**src/rtl/acbg_pkg.sv**
```systemverilog
// Shared types, constants and arithmetic helpers of the compute budget governor.
`default_nettype none

package acbg_pkg;

	// Field widths
	localparam int STAMP_W = 32;
	localparam int STEP_BITS = 24;
	localparam int EST_W = STEP_BITS;
	localparam int PORTION_W = 8;
	localparam int CFG_IDX_W = 8;
	localparam int CFG_DATA_W = 24;

	// Ticks per second; durations at or above this are ignored
	localparam int TICKS_PER_SECOND = 1000000;

	// Divide by five: multiply by ceil(2^30/5) and shift, exact below 2^30
	localparam int DIV5_IN_W = EST_W + 3;
	localparam int DIV5_OUT_W = DIV5_IN_W - 2;
	localparam int DIV5_SHIFT = DIV5_IN_W + 3;
	localparam int DIV5_RECIP_W = DIV5_SHIFT - 2;
	localparam logic [DIV5_RECIP_W-1:0] DIV5_RECIP =
		DIV5_RECIP_W'(((64'd1 << DIV5_SHIFT) + 64'd4) / 64'd5);
	localparam int DIV5_PROD_W = DIV5_IN_W + DIV5_RECIP_W;

	// Register indexes of the configuration port
	localparam logic [CFG_IDX_W-1:0] REG_BUDGET_MIN = CFG_IDX_W'(0);
	localparam logic [CFG_IDX_W-1:0] REG_BUDGET_MAX = CFG_IDX_W'(1);
	localparam logic [CFG_IDX_W-1:0] REG_BUDGET_IDLE = CFG_IDX_W'(2);
	localparam logic [CFG_IDX_W-1:0] REG_MIN_PORTION = CFG_IDX_W'(3);

	// Reset values of the registers
	localparam logic [EST_W-1:0] RST_BUDGET_MIN = EST_W'(5000);
	localparam logic [EST_W-1:0] RST_BUDGET_MAX = EST_W'(80000);
	localparam logic [EST_W-1:0] RST_BUDGET_IDLE = EST_W'(100000);
	localparam logic [PORTION_W-1:0] RST_MIN_PORTION = PORTION_W'(102);

	typedef enum logic [1:0] {
		OP_INTERACT    = 2'd0,
		OP_SLICE_START = 2'd1,
		OP_SLICE_END   = 2'd2
	} op_t;

	typedef struct packed {
		logic [EST_W-1:0]     budget_min_us;
		logic [EST_W-1:0]     budget_max_us;
		logic [EST_W-1:0]     budget_idle_us;
		logic [PORTION_W-1:0] min_portion_q8;
	} cfg_t;

	typedef struct packed {
		logic [EST_W-1:0] budget_us;
		logic [EST_W-1:0] user_est_us;
		logic [EST_W-1:0] compute_est_us;
	} est_t;

	// Saturate a 32-bit value to the estimate width
	function automatic logic [EST_W-1:0] sat_est(input logic [STAMP_W-1:0] x);
		logic [EST_W-1:0] r;
		if (|x[STAMP_W-1:EST_W]) begin
			r = '1;
		end else begin
			r = x[EST_W-1:0];
		end
		return r;
	endfunction

	function automatic logic [DIV5_OUT_W-1:0] div5(input logic [DIV5_IN_W-1:0] x);
		logic [DIV5_PROD_W-1:0] p;
		p = DIV5_PROD_W'(x) * DIV5_PROD_W'(DIV5_RECIP);
		return p[DIV5_SHIFT +: DIV5_OUT_W];
	endfunction

endpackage

`default_nettype wire

```
**src/rtl/acbg_if.sv**
```systemverilog
// Channel interfaces: event requests, results and configuration writes.
`default_nettype none


interface acbg_cfg_if import acbg_pkg::*; ();
	logic                  valid;
	logic                  ready;
	logic [CFG_IDX_W-1:0]  index;
	logic [CFG_DATA_W-1:0] data;

	modport source (output valid, output index, output data, input ready);
	modport sink (input valid, input index, input data, output ready);
endinterface

`default_nettype wire

```
**src/rtl/acbg_cfg.sv**
```systemverilog
// Configuration register file of the compute budget governor.
`default_nettype none

module acbg_cfg import acbg_pkg::*; (
	input  wire logic  clk,
	input  wire logic  arst_n,
	acbg_cfg_if.sink   wr,
	output cfg_t       regs
);

	cfg_t regs_q;

	assign wr.ready = 1'b1;
	assign regs = regs_q;

	always_ff @(posedge clk or negedge arst_n) begin
		if (!arst_n) begin
			regs_q.budget_min_us <= RST_BUDGET_MIN;
			regs_q.budget_max_us <= RST_BUDGET_MAX;
			regs_q.budget_idle_us <= RST_BUDGET_IDLE;
			regs_q.min_portion_q8 <= RST_MIN_PORTION;
		end else if (wr.valid) begin
			unique case (wr.index)
				REG_BUDGET_MIN: regs_q.budget_min_us <= wr.data[EST_W-1:0];
				REG_BUDGET_MAX: regs_q.budget_max_us <= wr.data[EST_W-1:0];
				REG_BUDGET_IDLE: regs_q.budget_idle_us <= wr.data[EST_W-1:0];
				REG_MIN_PORTION: regs_q.min_portion_q8 <= wr.data[PORTION_W-1:0];
				default: begin
				end
			endcase
		end
	end

endmodule

`default_nettype wire

```
**src/flat_wrapper.sv**
```systemverilog
// flat-port wrapper written by rule: the top's interface ports become plain ports
module acbg_cfg_flat import acbg_pkg::*;
  (clk, arst_n, regs, wr_valid, wr_index, wr_data, wr_ready);
  acbg_cfg_if wr_i ();
  input  wire logic clk;
  input  wire logic arst_n;
  output cfg_t regs;
  input wire logic [$bits(wr_i.valid)-1:0] wr_valid;
  input wire logic [$bits(wr_i.index)-1:0] wr_index;
  input wire logic [$bits(wr_i.data)-1:0] wr_data;
  output wire logic [$bits(wr_i.ready)-1:0] wr_ready;
  assign wr_i.valid = wr_valid;
  assign wr_i.index = wr_index;
  assign wr_i.data = wr_data;
  assign wr_ready = wr_i.ready;
  acbg_cfg u_core (.clk(clk), .arst_n(arst_n), .wr(wr_i), .regs(regs));
endmodule
```
**config.mk**
```make
export PLATFORM = sky130hd
export DESIGN_NAME = acbg_cfg_flat
export DESIGN_NICKNAME = d
export VERILOG_FILES = /design/src/rtl/acbg_pkg.sv /design/src/rtl/acbg_if.sv /design/src/rtl/acbg_cfg.sv /design/src/flat_wrapper.sv
export SDC_FILE = /design/constraint.sdc
export NUM_CORES = 1
export LEC_CHECK = 0
export BUFFER_PORTS_ARGS = -buffer_cell sky130_fd_sc_hd__buf_2
export CORE_ASPECT_RATIO = 1.25
export CORE_UTILIZATION = 53
export DETAILED_ROUTE_END_ITERATION = 8
export HOLD_SLACK_MARGIN = 0.15
export PLACE_DENSITY = 0.84
export SLEW_MARGIN = 20
export SYNTH_ARGS = -nofsm -noshare
export SYNTH_HDL_FRONTEND = slang
export SYNTH_SLANG_ARGS = --single-unit
```
**constraint.sdc**
```tcl
create_clock -name clk -period 1.3 [get_ports clk]
set_input_delay 0.26 -clock clk [delete_from_list [all_inputs] [get_ports clk]]
set_output_delay 0.26 -clock clk [all_outputs]
set_load 0.005 [all_outputs]
```
# Word-level counts from Yosys, hierarchy flattened
# Index checks and enable logic that the tools add are counted.
[word_totals]
out_inout_bits = 81
elab_cells = 12
ff_bits = 80
inputBits = 35
[classes]
n_eq_ne = 3
reduce_logical = 5
[ops]
columns = ["cell", "count"]
rows = [
  ["8-bit by 2-bit equality test with 1-bit output, second input constant", 2],
  ["8-bit by 1-bit equality test with 1-bit output, second input constant", 1],
  ["8-bit logical NOT", 1],
  ["2-bit AND reduction", 4],
]

# Logic depth before layout (Yosys ltp)
# Gate-level depths: netlist of run 1.
[depth]
word_depth = 2
ltp_mapped = 5
depth_no_buf = 3

# Least setup slack after synthesis of run 1
# Ideal clock, no wire load.
[synth_timing]
path_kind = "input-to-reg"
from = "input wr_index[6]"
to = "register u_core.regs_q (netlist bit u_core.regs[60])"
path_buffers = 2
arrival_ns = 1.446
path_stages = 5
path_slack_ns = -0.271
setup_ns = 0.125
required_time_ns = 1.175
cell_sequence = "nor4b_4 -> and3b_1 -> buf_6 -> buf_12 -> mux2_2"
[synth_between]
elab_chain_cells = 2
[synth_rtl]
columns = ["item", "line_no", "text"]
rows = [
  ["start, declared", "flat_wrapper.sv:9", "input wire logic [$bits(wr_i.index)-1:0] wr_index;"],
  ["8-bit logical NOT", "acbg_cfg.sv:23", "unique case (wr.index)"],
  ["2-bit AND reduction (no source line)", "--", ""],
  ["end, declared", "acbg_cfg.sv:11", "cfg_t regs_q;"],
]
# No other way between the ends.
# A chain may end at the register's enable or synchronous reset.

# Worst setup path in the final report of run 1
[layout_timing]
from = "input wr_index[5]"
to = "register u_core.regs_q (netlist bit u_core.regs[69])"
# The elaborated chain is that of the path after synthesis.

==> summary.md, run 1 <==
| Metric | Value |
|---|---|
| Design area | about 0.0043 mm2 |
| Clock Sinks | 80 |
| First-pass GRT wire length | 10010 um |
| DR vias/cell | 4.982 |
| Fin Hold WS | around 0.18 ns |
| First drt pass iteration count | 4 |
| Dominant synthesized flop cell | dfrtp_1 |
| Synth cell types | 16 |
| Sum Neg Setup Slack | 0 ns |
| Clock Latency Late Sink | roughly 0.34 ns |
| Initial antenna violation count | 0 |
| Placed Area | just over 0.004 mm2 |
| Nets@finish | 343 |
| Post-synthesis sequential area ratio | between 60% and 70% |
| Largest register FFs | 80 |
| Maximum VDD drop | between 0.8 and 0.9 mV |
| Fin Clk Skew | 0 ns |
| Async set-or-reset flop fraction in the synthesized netlist | 100.0% |
| Largest net degree at the start of global routing | 81 |
| HPWL after detailed placement | approximately 4400 um |
| Compound-Gate Fraction of Synth Area | 0% |
| P_leak | 2.479 nW |
| Crit-path cells | buf_6 > nor4_4 > buf_4 > and3b_2 > buf_12 > mux2_4 |
| Dominant cells by area after synthesis | dfrtp_1 (46%), dfstp_2 (16%), mux2_2 (16%) |
| DRT iter0 DRCs | 75 |
| Area Overhead vs Synth | 33.96% |
| Status | finished, final reports clean |
| TritonCTS clock tree | done |
| Data required time at the worst endpoint | ~1.5 ns |
| PwrDens | between 1000 and 1500 mW/mm2 |
| Adder-cell area share of the yosys netlist | 0% |
| CORE AREA | 0.005857 mm2 |
| Num rows | 31 |
| Final worst-path cycle share | 99.31% |
| Final Hold Viols | 0 |
| Top cell type's share of synthesized area | a little under half |
| RSZ-0062 raised after global routing | true |
| Num CTS Buffers | 9 |
| Final wirelength | 6506 um |
| Maximum clock insertion buffer count | 2 |
| Max Fclk | between 700 and 800 MHz |
| Proportion of layout cells with a drive suffix above 1 | 79.55% |
| Most numerous cell in the Yosys netlist | dfrtp_1 |
| GRT Total Usage | a little over a fifth |
| Vias in the first global route | about 2000 |
| Crit-path leading delay family | simple AND/OR/NAND/NOR gates |
| Netlist Area Pre-Place | 0.003242 mm2 |
| Die outline width | ~72 um |
| Worst min-delay path class | in2reg |
| Main combinational cell family by area after synthesis | multiplexers |
| WS Path Type | in2reg |
| MaxCap Viol Count | 0 |
| Chip height | between 80 and 90 um |
| Residual DRC | 0 |
| # diodes | 0 |
| Final ANT Viol Nets | 0 |
| CP Launch Type | input port |
| Simple-gate share of the synthesized area | 2.779% |
| Arrival time at the worst endpoint | 1.51 ns |
| Crit-path max FO | 13 |
| Slew Viols, Final | 0 |
| Post-synthesis xor/xnor area fraction | 0% |
| RePlAce Congestion | between 0.6 and 0.7 |
| H-tree level count | 3 |
| Die area | approximately 0.0064 mm2 |
| Mapped Avg Cell Area | ~18 um2 |
| Number of synthesized flops with an enable pin | 0 |
| Syn_nets | 211 |
| Sequential cell area | 0.002027 mm2 |
| Vias | slightly below 2000 |
| Routed WL per cell | 16.47 um |
| Area of the multi-input gates | 0.001214 mm2 |
| Crit. End Element | flop |
| Mux contribution to synthesized area | 31.38% |
| Root buffer cell | clkbuf_8 |
| Buffers & Inverters on Critical Path | 3 |
| Most instantiated cells after synthesis | dfrtp_1 (60), mux2_2 (46), mux2_4 (31) |
| Clock-pin slew on the worst setup and hold paths | 0.08 ns |
| Final global-route overflow total | 0 |
| Instance count of the mapped netlist | 176 |
| I/O Pins | 116 |
| Fin crit period | 1.291 ns |
| Yosys warns | 0 |
| Filler Cell Count | 379 |
| Port-buffer cells | 114 |
| Cell accounting for the most synthesized area | dfrtp_1 |
| Final setup fails | 0 |
| Initial core utilization | a little under three fifths |
| FF+latch count, synth | 80 |
| Slowest CP cell | mux2_4 |
| Slowest Stage Delay on Critical Path | between 0.3 and 0.4 ns |
[power breakdown]
part / total (mW) / leakage [nW] / switching, mW / internal, mW
combinational: 0.475 / 1.33 / 0.195 / 0.280
clock: 1.93 / 0.110 / 0.855 / 1.08
sequential: 2.70 / 1.03 / 0.0667 / 2.63
total: 5.10 / 2.48 / 1.12 / 3.98
[metrics by stage]
stage	power (mW)	worst slack, ns	std cells	utilization (%)
after floorplan	2.909	-0.2542	176	-
after global routing	5.329	-0.01325	395	74.15
after global placement	3.181	-0.3772	375	69.11
after CTS	5.160	0.006518	393	73.13
after detailed placement	3.201	-0.3837	375	69.11
final	5.102	0.008997	395	74.15
[logic make-up (layout without fill, tap and decap cells)]
logic type	after synthesis	in the layout
multiplexers	80	80
flip-flops	80	80
buffers and inverters	8	145
AND/OR/NAND/NOR	7	7
other	1	1
[final timing paths]
kind	startpoint	endpoint	slack (ns)	depth (start not counted)
min in group asynchronous	arst_n	u_core.regs[46]	0.47	3
max	wr_index[5]	u_core.regs[69]	0.009	6
max reg2reg	u_core.regs[65]	u_core.regs[65]	0.48	2
min	wr_data[9]	u_core.regs[41]	0.18	2
max in group asynchronous	arst_n	u_core.regs[6]	0.47	3
min reg2reg	u_core.regs[33]	u_core.regs[33]	0.50	1
[per-layer routing]
metal,track usage [%],up-vias,routed length [um]
met5,0,-,0
met4,7.130,0,66
met3,6.990,6,353
met2,35.33,73,3320
met1,26.52,1002,2765
li1,-,887,-
[timing repair]
| item | in CTS | in global routing |
|---|---|---|
| resized for setup | 1 | 8 |
| setup endpoints to repair | 6 | 24 |
| pin swaps | 0 | 0 |
| setup buffers | 1 | 2 |
| cloned | 0 | 0 |
| hold buffers | 1 | 0 |
| hold endpoints to repair | 60 | 0 |
[layout by cell type (no fill, tap or decap), drive strengths merged]
cell type,Yosys,routed
nand3,1,1
dfstp,20,20
dlygate4sd3,0,1
and3b,1,1
conb,1,1
dfrtp,60,60
clkbuf,0,10
nor4,1,1
nor3,1,1
bufinv,0,2
nand4,1,1
buf,8,128
nor4b,1,1
clkinv,0,4
mux2,80,80
nand4b,1,1
[cell type report]
class	count	share of cell area, %
sequential	80	46.67
timing repair buffer	129	18.15
clock inverter	6	1.930
multi-input combinational	88	27.95
tap	82	2.362
clock buffer	10	2.939
(Power assumes the default switching activity.)
==> run 2: changes to the inputs <==
--- a/config.mk
+++ b/config.mk
@@ -5,12 +5,13 @@
 export SDC_FILE = /design/constraint.sdc
 export NUM_CORES = 1
 export LEC_CHECK = 0
+export ABC_AREA = 1
 export BUFFER_PORTS_ARGS = -buffer_cell sky130_fd_sc_hd__buf_2
-export CORE_ASPECT_RATIO = 1.25
-export CORE_UTILIZATION = 53
+export CORE_ASPECT_RATIO = 0.5
+export CORE_UTILIZATION = 54
 export DETAILED_ROUTE_END_ITERATION = 8
 export HOLD_SLACK_MARGIN = 0.15
-export PLACE_DENSITY = 0.84
+export PLACE_DENSITY = 0.85
 export SLEW_MARGIN = 20
 export SYNTH_ARGS = -nofsm -noshare
 export SYNTH_HDL_FRONTEND = slang
==> run 2 against run 1 <==
Net effect:
- synthesized cell count up 110%
- cell count grew 44%
- register-to-register slack improved by 0.07 ns
- non-clock buffer count shrank 3
- clock-buffer cell count is the same
- highest routed layer unchanged
==> summary.md, run 2 <==
| Metric | Value |
|---|---|
| Maximum VDD drop | 0.7808 mV (-12%) |
| Chip height | 57.87 um (-35%) |
| Top cell type's share of synthesized area | 44.54% (-1.8 points) |
| Arrival time at the worst endpoint | 0.99 ns (-0.52 ns) |
| Slowest Stage Delay on Critical Path | 0.54 ns (+0.23 ns) |
| Mapped Avg Cell Area | 9.185 um2 (-50%) |
| Crit-path max FO | 2 (-11) |
| PwrDens | 1302 mW/mm2 (+11%) |
| Final wirelength | 8202 um (+26%) |
| Clock-pin slew on the worst setup and hold paths | 0.07 ns (about the same) |
| Die area | 0.006581 mm2 (+2.3%) |
| Final setup fails | 0 (unchanged) |
| Slowest CP cell | dfstp_2 |
| DR vias/cell | 5.153 (+3.4%) |
| HPWL after detailed placement | 5709 um (+29%) |
| H-tree level count | 3 (unchanged) |
| Initial antenna violation count | 0 (unchanged) |
| Slew Viols, Final | 0 (unchanged) |
| Worst min-delay path class | in2reg |
| # diodes | 0 (unchanged) |
| # placed instances | 553 (+47%) |
| Max Fclk | 802.8 MHz (+3.6%) |
| WS Path Type | reg2out |
| Data required time at the worst endpoint | 1.04 ns (-0.48 ns) |
| Util after Layout | 75.08% (+0.93 points) |
| TritonCTS clock tree | done |
| Commonest non-fill, non-tap cells in the layout | nand2_1 (165), buf_2 (113), nand3_1 (80) |
| Netlist Area Pre-Place | 0.003371 mm2 (+4.0%) |
| Final global-route overflow total | 0 (unchanged) |
| Post-synthesis sequential area ratio | 60.13% (-2.4 points) |
| Nets@finish | 516 (+50%) |
| Synth cell types | 15 (-1) |
| Dominant synthesized flop cell | dfrtp_1 |
| Buffers & Inverters on Critical Path | 1 (-2) |
| I/O Pins | 116 (unchanged) |
| Final ANT Viol Nets | 0 (unchanged) |
| Async set-or-reset flop fraction in the synthesized netlist | 100.0% (unchanged) |
| Cell accounting for the most synthesized area | dfrtp_1 |
| Number of synthesized flops with an enable pin | 0 (unchanged) |
| Crit-path leading delay family | flip-flops |
| Dominant cells by area after synthesis | dfrtp_1 (45%), nand2_1 (18%), dfstp_2 (16%) |
| Most common cell after layout, fill and taps aside | nand2_1 |
| Syn_nets | 402 (+91%) |
| Num CTS Buffers | 9 (unchanged) |
| Design area | 0.004319 mm2 (-0.55%) |
| Crit-path cells | buf_2 |
| Proportion of layout cells with a drive suffix above 1 | 35.80% (-44 points) |
| Crit. End Element | output port |
| FF+latch count, synth | 80 (unchanged) |
| Final worst-path cycle share | 95.82% (-3.5 points) |
| Clock Sinks | 80 (unchanged) |
| Fin Clk Skew | 0 ns (unchanged) |
| Filler Cell Count | 453 (+20%) |
| Maximum clock insertion buffer count | 2 (unchanged) |
| Instance count of the mapped netlist | 367 (+110%) |
| Num rows | 19 (-39%) |
| Fin crit period | 1.246 ns (-0.04532 ns) |
| Port-buffer cells | 114 (unchanged) |
| Sum Neg Setup Slack | 0 ns (unchanged) |
| GRT Total Usage | 27.01% (+5.7 points) |
| DRT iter0 DRCs | 265 (+250%) |
| Largest register FFs | 80 (unchanged) |
| Clock Latency Late Sink | 0.32 ns (-0.02 ns) |
| Most numerous cell in the Yosys netlist | nand2_1 |
| Largest net degree at the start of global routing | 35 (-57%) |
| RePlAce Congestion | 0.8071 (+17%) |
| CORE AREA | 0.005753 mm2 (-1.8%) |
| RSZ-0062 raised after global routing | false |
| Status | finished, final reports clean |
| Root buffer cell | clkbuf_16 |
| Area Overhead vs Synth | 28.14% |
| Setup Buffers After CTS | 0 (-1) |
| Final Hold Viols | 0 (unchanged) |
| Die outline width | 113.7 um (+58%) |
| Placed Area | 0.004014 mm2 (-0.83%) |
| Post-Layout Cell Count | 570 (+44%) |
| MaxCap Viol Count | 0 (unchanged) |
| First drt pass iteration count | 5 (+1) |
| P_leak | 2.545 nW (+2.7%) |
| First-pass GRT wire length | 13490 um (+35%) |
| Vias | 2937 (+49%) |
| Vias in the first global route | 2899 (+42%) |
| Yosys warns | 0 (unchanged) |
| CP Launch Type | flop |
| Initial core utilization | 58.59% (+3.2 points) |
| Routed WL per cell | 14.39 um (-13%) |
| Residual DRC | 0 (unchanged) |
| Most instantiated cells after synthesis | nand2_1 (165), nand3_1 (80), dfrtp_1 (60) |
==> run 2: cell count changes after synthesis, moves of 2 or more <==
cell     delta
mux2_2     -46
nand2_1   +165
inv_1       +3
buf_2      +10
nand3_1    +80
nor2_1      +2
mux2_4     -31
buf_12      -2
nand3_4     +3
buf_4       +2
nor2_2      +5
buf_6       +5
inv_2       +3
mux2_1      -3
==> run 2: what timing repair did <==
item,4_1_cts,5_1_grt
resized for setup,0,0
endpoints found under the hold margin,33,0
hold buffers,1,0
==> run 2: layout make-up <==
type	instances	area [um2]	share of cell area [%]
multi-input cells	258	1141	26.42
clock inverters	6	56.30	1.304
well taps	84	105.1	2.433
flip-flops and latches	80	2027	46.93
repair buffers	126	728.2	16.86
inverters	6	22.52	0.5214
clock buffers	10	239.0	5.533
==> run 2: logic make-up after synthesis <==
group | after synthesis | synth area share, %
buffers and inverters | 29 | 6.162
and+or+nand+nor | 257 | 33.59
other | 1 | 0.1113
DFF | 80 | 60.13
==> run 2: final timing paths <==
kind | start | end | slack, ns | cells after the start
min | wr_data[15] | u_core.regs[23] | 0.17 | 3
max in group asynchronous | arst_n | u_core.regs[24] | 0.38 | 3
min reg2reg | u_core.regs[2] | u_core.regs[2] | 0.46 | 2
max reg2reg | u_core.regs[45] | u_core.regs[45] | 0.55 | 2
min in group asynchronous | arst_n | u_core.regs[38] | 0.38 | 2
max | u_core.regs[15] | regs[15] | 0.05 | 1
==> run 2: report_power, final <==
group | leakage (nW) | total, mW | switching (mW) | internal, mW
registers | 1.03 | 2.70 | 0.0664 | 2.63
logic | 1.37 | 0.479 | 0.281 | 0.198
clock network | 0.144 | 2.45 | 1.05 | 1.39
total | 2.54 | 5.62 | 1.40 | 4.22
==> run 2: stage by stage <==
stage	setup slack (ns)	hold WS [ns]	total power, mW
6_report	0.05432	0.1664	5.624
5_1_grt	0.009715	0.1648	5.863
4_1_cts	0.04614	0.1580	5.667
3_5_place_dp	-0.1091	0.1998	3.221
3_3_place_gp	-0.05768	0.1982	3.206
2_1_floorplan	0.2420	-0.03559	2.906
==> run 2: metal layers <==
layer / share of wire, % / GRT usage, % / routed length [um] / vias to the layer above
met4: 0.46 / 6.955 / 38 / 0
met3: 5.6 / 6.590 / 458 / 4
li1: - / - / - / 1404
met1: 43 / 33.62 / 3507 / 1426
met5: 0 / 0 / 0 / -
met2: 51 / 48.34 / 4198 / 103
